`src/rtl/aapr_pkg.sv`:
```
package aapr_pkg;

  localparam int CW = 34;
  localparam int ATAN_N = 24;

  // CORDIC gain compensation, Q2.30
  localparam logic signed [CW-1:0] CORDIC_K = 34'sd652032874;

  // atan(2^-i) in units of 2^-32 turn
  localparam logic signed [CW-1:0] ATAN_TAB [ATAN_N] = '{
    34'sd536870912, 34'sd316933406, 34'sd167458907, 34'sd85004756,
    34'sd42667331,  34'sd21354465,  34'sd10680862,  34'sd5340245,
    34'sd2670163,   34'sd1335087,   34'sd667544,    34'sd333772,
    34'sd166886,    34'sd83443,     34'sd41722,     34'sd20861,
    34'sd10430,     34'sd5215,      34'sd2608,      34'sd1304,
    34'sd652,       34'sd326,       34'sd163,       34'sd81
  };

  typedef struct packed {
    logic signed [31:0] point_x;
    logic signed [31:0] point_y;
    logic signed [31:0] point_z;
    logic signed [15:0] angle;
    logic signed [15:0] axis_x;
    logic signed [15:0] axis_y;
    logic signed [15:0] axis_z;
  } aapr_in_t;

  typedef struct packed {
    logic signed [31:0] rotated_x;
    logic signed [31:0] rotated_y;
    logic signed [31:0] rotated_z;
    logic               saturated;
  } aapr_out_t;

  // what one CORDIC cell hands to the next
  typedef struct packed {
    logic              valid;
    logic signed [CW-1:0] x;
    logic signed [CW-1:0] y;
    logic signed [CW-1:0] z;
    aapr_in_t          item;
  } aapr_stage_t;

endpackage

```
`src/rtl/aapr_cell.sv`:
```
module aapr_cell #(
  parameter int STEP = 0
) (
  input  logic                 clk,
  input  logic                 rst_n,
  input  aapr_pkg::aapr_stage_t prev,
  output aapr_pkg::aapr_stage_t stage_r
);
  import aapr_pkg::*;

  logic signed [CW-1:0] dx;
  logic signed [CW-1:0] dy;
  aapr_stage_t          stage_nxt;

  assign dx = prev.y >>> STEP;
  assign dy = prev.x >>> STEP;

  always_comb begin
    stage_nxt = prev;
    if (prev.z >= 0) begin
      stage_nxt.x = prev.x - dx;
      stage_nxt.y = prev.y + dy;
      stage_nxt.z = prev.z - ATAN_TAB[STEP];
    end else begin
      stage_nxt.x = prev.x + dx;
      stage_nxt.y = prev.y - dy;
      stage_nxt.z = prev.z + ATAN_TAB[STEP];
    end
  end

  always_ff @(posedge clk) begin
    if (!rst_n) begin
      stage_r.valid <= 1'b0;
    end else begin
      stage_r.valid <= stage_nxt.valid;
    end
    stage_r.x    <= stage_nxt.x;
    stage_r.y    <= stage_nxt.y;
    stage_r.z    <= stage_nxt.z;
    stage_r.item <= stage_nxt.item;
  end

endmodule

```
`config.mk`:
```
export PLATFORM = sky130hd
export DESIGN_NAME = aapr_cell
export DESIGN_NICKNAME = d
export VERILOG_FILES = /design/src/rtl/aapr_pkg.sv /design/src/rtl/aapr_cell.sv
export SDC_FILE = /design/constraint.sdc
export NUM_CORES = 1
export LEC_CHECK = 0
export BUFFER_PORTS_ARGS = -buffer_cell sky130_fd_sc_hd__buf_4
export CORE_AREA = 2 2 205 207
export CTS_BUF_LIST = sky130_fd_sc_hd__clkbuf_4
export DETAILED_ROUTE_END_ITERATION = 10
export DIE_AREA = 0 0 207 209
export MAX_ROUTING_LAYER = met4
export REMOVE_ABC_BUFFERS = 1
export SYNTH_ARGS = -nofsm -noshare
export SYNTH_HDL_FRONTEND = slang
export SYNTH_SLANG_ARGS = --single-unit
export TNS_END_PERCENT = 100
```
`constraint.sdc`:
```
create_clock -name clk -period 2.9 [get_ports clk]
set_input_delay 0.145 -clock clk [delete_from_list [all_inputs] [get_ports clk]]
set_output_delay 0.145 -clock clk [all_outputs]
set_load 0.03 [all_outputs]
```
==> impl_summary.log <==
INFO  metric largest_net_degree_at_the_start_of_global_routing = 55
INFO  metric area_growth = 92.5%
INFO  metric ir_worst_vdd = 0.296 mV
INFO  metric mean_routed_wirelength_per_cell = 24.3 µm
INFO  metric cts_tree = built
INFO  metric largest_register_ffs = 262
INFO  metric synth-edff-count = 0
INFO  metric cp-end-kind = register
INFO  metric remaining_drc_errors = 0
INFO  metric final_critical_path_setup_slack = -0.114 ns
INFO  metric global_route_wire_length_before_repair = 98900 µm
INFO  metric top_register = stage_r
INFO  metric rows = 75
INFO  metric cts-root-buf = sky130_fd_sc_hd__clkbuf_4
INFO  metric power.share.clock = 30.9%
INFO  metric failed_checks = setup timing
INFO  metric synth.area.top_cells = sky130_fd_sc_hd__dfxtp_1 46%, sky130_fd_sc_hd__ha_1 11%, sky130_fd_sc_hd__a21oi_1 5.5%
INFO  metric power_leakage = 10.3 nW
INFO  metric period_needed = 3.01 ns
INFO  metric start_util = 27.5%
INFO  metric slew_violations = 0
INFO  metric post_synth_instance_area = 0.0114 mm²
INFO  metric final_min_period_over_clock_period = 104%
INFO  metric criticalPathCategory = primary input to register
INFO  metric reg.largest.list = stage_r x262
INFO  metric initial_antenna_violation_count = 7
INFO  metric via_count_of_the_first_global_routing_pass = 14387
INFO  metric place_area = 0.0167 mm²
INFO  metric slew-limit-headroom = 51.5%
INFO  metric port_buf_inserts = 527
INFO  metric numClockSinks = 262
INFO  metric design.final.nets = 2647
INFO  metric power_switching = 4.40 mW
INFO  metric synth_ff_type = sky130_fd_sc_hd__dfxtp_1
INFO  metric maximum_buffer_depth_of_the_clock_tree = 3
INFO  metric synth.top_cell.area_share = 46.1%
INFO  metric die_area = 0.0433 mm²
INFO  metric combinationalPowerShare = 34.5%
INFO  metric setup_violations = 1
INFO  metric layout.cell_area.non_filler = 0.0219 mm²
INFO  metric timing.critical_path.fanout_max = 4
INFO  metric pwr-share-seq = 34.6%
INFO  metric synth-async-reset-ratio = 0%
INFO  metric clkSlewWorstSetupHoldPaths = 0.07 ns
INFO  metric post-synth-top-count-cell = sky130_fd_sc_hd__dfxtp_1
INFO  metric post_synth_num_cell_types = 74
INFO  metric cts-htree-levels = 3
INFO  metric wl = 69800 µm
INFO  metric drv_cap = 0
INFO  metric p_int = 7.59 mW
INFO  metric via_count = 13966
INFO  metric final_antenna_net_count = 0
INFO  metric die_x = 207 µm
INFO  metric power.density_cell_area = 547 mW/mm²
INFO  metric gp_weighted_congestion = 0.978
INFO  metric fmax = 332 MHz
INFO  metric timing.critical_path.required = 3.61 ns
INFO  metric cts-buffers-inserted = 75
INFO  metric cp_data_arrival_time = 3.72 ns
INFO  metric final_hold_vio_count = 0
INFO  metric synth.ff_latch_count = 262
INFO  metric synth_commonest_cells = 262 x sky130_fd_sc_hd__dfxtp_1, 124 x sky130_fd_sc_hd__a21oi_1, 104 x sky130_fd_sc_hd__ha_1
INFO  metric layout.core_utilization = 53.0%
INFO  metric dr.pass1.iters = 5
INFO  metric yosys_warnings = 0
INFO  metric viasPerCell = 4.86
INFO  metric groute.usage.overall = 31.9%
INFO  metric post_route_cells_drive_above_1_share = 35.2%
INFO  metric preCtsSetupSlack = -0.133 ns
INFO  metric floorplan.die.height = 209 µm
INFO  metric io_pins = 528
INFO  metric dp_hpwl = 48900 µm
INFO  metric seq_area_frac_synth = 46.1%
INFO  metric std_cell_core_area = 0.0413 mm²
INFO  metric tightest_slew = 0.721 ns
INFO  metric holdCritPathClass = primary input to register
INFO  metric setup.worst_path.start_class = primary input
INFO  metric drt_iter0_markers = 1084
INFO  metric synthDominantAreaCellType = sky130_fd_sc_hd__dfxtp_1
INFO  metric synth_cells = 1198
INFO  metric status = finished, violations left
INFO  metric syn-mean-instance-area = 9.49 µm²
INFO  metric report.power.total = 12.0 mW
INFO  metric grt_remaining_overflow = 0
INFO  metric netSwitchingFraction = 36.7%
worst max-delay path: stages:
cell and delay (ns):
sky130_fd_sc_hd__dlygate4sd3_1 0.57, sky130_fd_sc_hd__buf_4 0.16, sky130_fd_sc_hd__inv_1 0.10, sky130_fd_sc_hd__ha_1 0.19, sky130_fd_sc_hd__nor4b_4 0.27, sky130_fd_sc_hd__nand4_1 0.20
sky130_fd_sc_hd__or3_4 0.42, sky130_fd_sc_hd__and2_4 0.20, sky130_fd_sc_hd__inv_4 0.08, sky130_fd_sc_hd__ha_1 0.27, sky130_fd_sc_hd__a21oi_2 0.15, sky130_fd_sc_hd__nor2_1 0.06
sky130_fd_sc_hd__nor2_1 0.14, sky130_fd_sc_hd__xor2_1 0.18, sky130_fd_sc_hd__dlygate4sd3_1 0.59
path summary, 6_finish.rpt:
kind / from / endpoint / slack [ns] / cells past startpoint
worst min-delay path: prev[197] / stage_r[197] / 0.03 / 5
worst max-delay path: prev[193] / stage_r[193] / -0.11 / 15
cell type report:
class / instances / area, µm²
clock buffer: 108 / 811
timing repair buffer: 1045 / 8900
multi-input combinational: 785 / 5720
inverter: 105 / 397
clock inverter: 22 / 135
fill: 3681 / 19400
antenna: 8 / 20.0
tap: 539 / 674
sequential: 262 / 5250
logic make-up (layout without fill, tap and decap cells):
family / after synthesis / in the layout / share of synthesized area [%]
buffers and inverters: 151 / 1280 / 5.25
xor gates and xnor gates: 66 / 66 / 5.08
and+or+nand+nor: 253 / 253 / 10.9
adders and majority gates: 108 / 108 / 12.1
AOI/OAI and AO/OA: 347 / 347 / 19.5
DFF: 262 / 262 / 46.1
other: 0 / 8 / 0
muxes: 11 / 11 / 0.968
layout by cell type, fill, tap and decap left out, types with 10 or more instances in the layout:
cell                              n
sky130_fd_sc_hd__mux2i_1         11
sky130_fd_sc_hd__nand3_1         14
sky130_fd_sc_hd__nand4_1         16
sky130_fd_sc_hd__inv_2           17
sky130_fd_sc_hd__o211ai_1        16
sky130_fd_sc_hd__o21bai_1        19
sky130_fd_sc_hd__nand2_1         50
sky130_fd_sc_hd__dlygate4sd3_1  405
sky130_fd_sc_hd__a21o_1          17
sky130_fd_sc_hd__a211oi_1        10
sky130_fd_sc_hd__clkbuf_4       108
sky130_fd_sc_hd__buf_4          637
sky130_fd_sc_hd__o21a_1          14
sky130_fd_sc_hd__nor3_1          16
sky130_fd_sc_hd__clkinv_1        12
sky130_fd_sc_hd__ha_1            97
sky130_fd_sc_hd__nor2b_1         11
sky130_fd_sc_hd__xor2_1          11
sky130_fd_sc_hd__inv_1           88
sky130_fd_sc_hd__o21ai_1         47
sky130_fd_sc_hd__dfxtp_1        262
sky130_fd_sc_hd__nand2b_1        10
sky130_fd_sc_hd__nor2_1          80
sky130_fd_sc_hd__o21ai_0         27
sky130_fd_sc_hd__nor4_1          14
sky130_fd_sc_hd__xnor2_1         55
sky130_fd_sc_hd__a21oi_1        120
power groups by stage:
stage	Combinational [mW]	Sequential [mW]	Clock, mW
3_3_place_gp	3.51	4.22	0
4_1_cts	4.01	4.14	3.66
5_1_grt	4.32	4.17	3.94
2_1_floorplan	1.04	4.92	0
3_5_place_dp	3.50	4.21	0
6_report	4.13	4.15	3.70
through the flow:
stage                     TNS, ns  std cells  hold slack (ns)
after floorplan            -18.53       1152            0.173
after global placement     -0.223       2331            0.249
after detailed placement   -0.265       2331            0.250
after CTS                       0       2866         0.000806
after global routing       -0.227       2873         -0.00691
final                      -0.114       2874           0.0310
routing by layer:
metal | track usage (%) | share of wire (%) | wire length (µm) | vias to the layer above
li1 | - | - | - | 6372
met1 | 37.4 | 40 | 28000 | 6717
met2 | 50.1 | 46 | 32300 | 681
met3 | 7.26 | 7.1 | 4970 | 196
met4 | 18.8 | 6.3 | 4400 | 0
met5 | - | 0 | 0 | -
what timing repair did:
action | 4_1_cts | 5_1_grt
endpoints found under the setup margin | 0 | 8
gates resized for setup | 0 | 38
hold endpoints to repair | 245 | 0
hold buffers | 405 | 0
buffers inserted | 0 | 0
No activity file was read; power rests on OpenSTA's default activity.
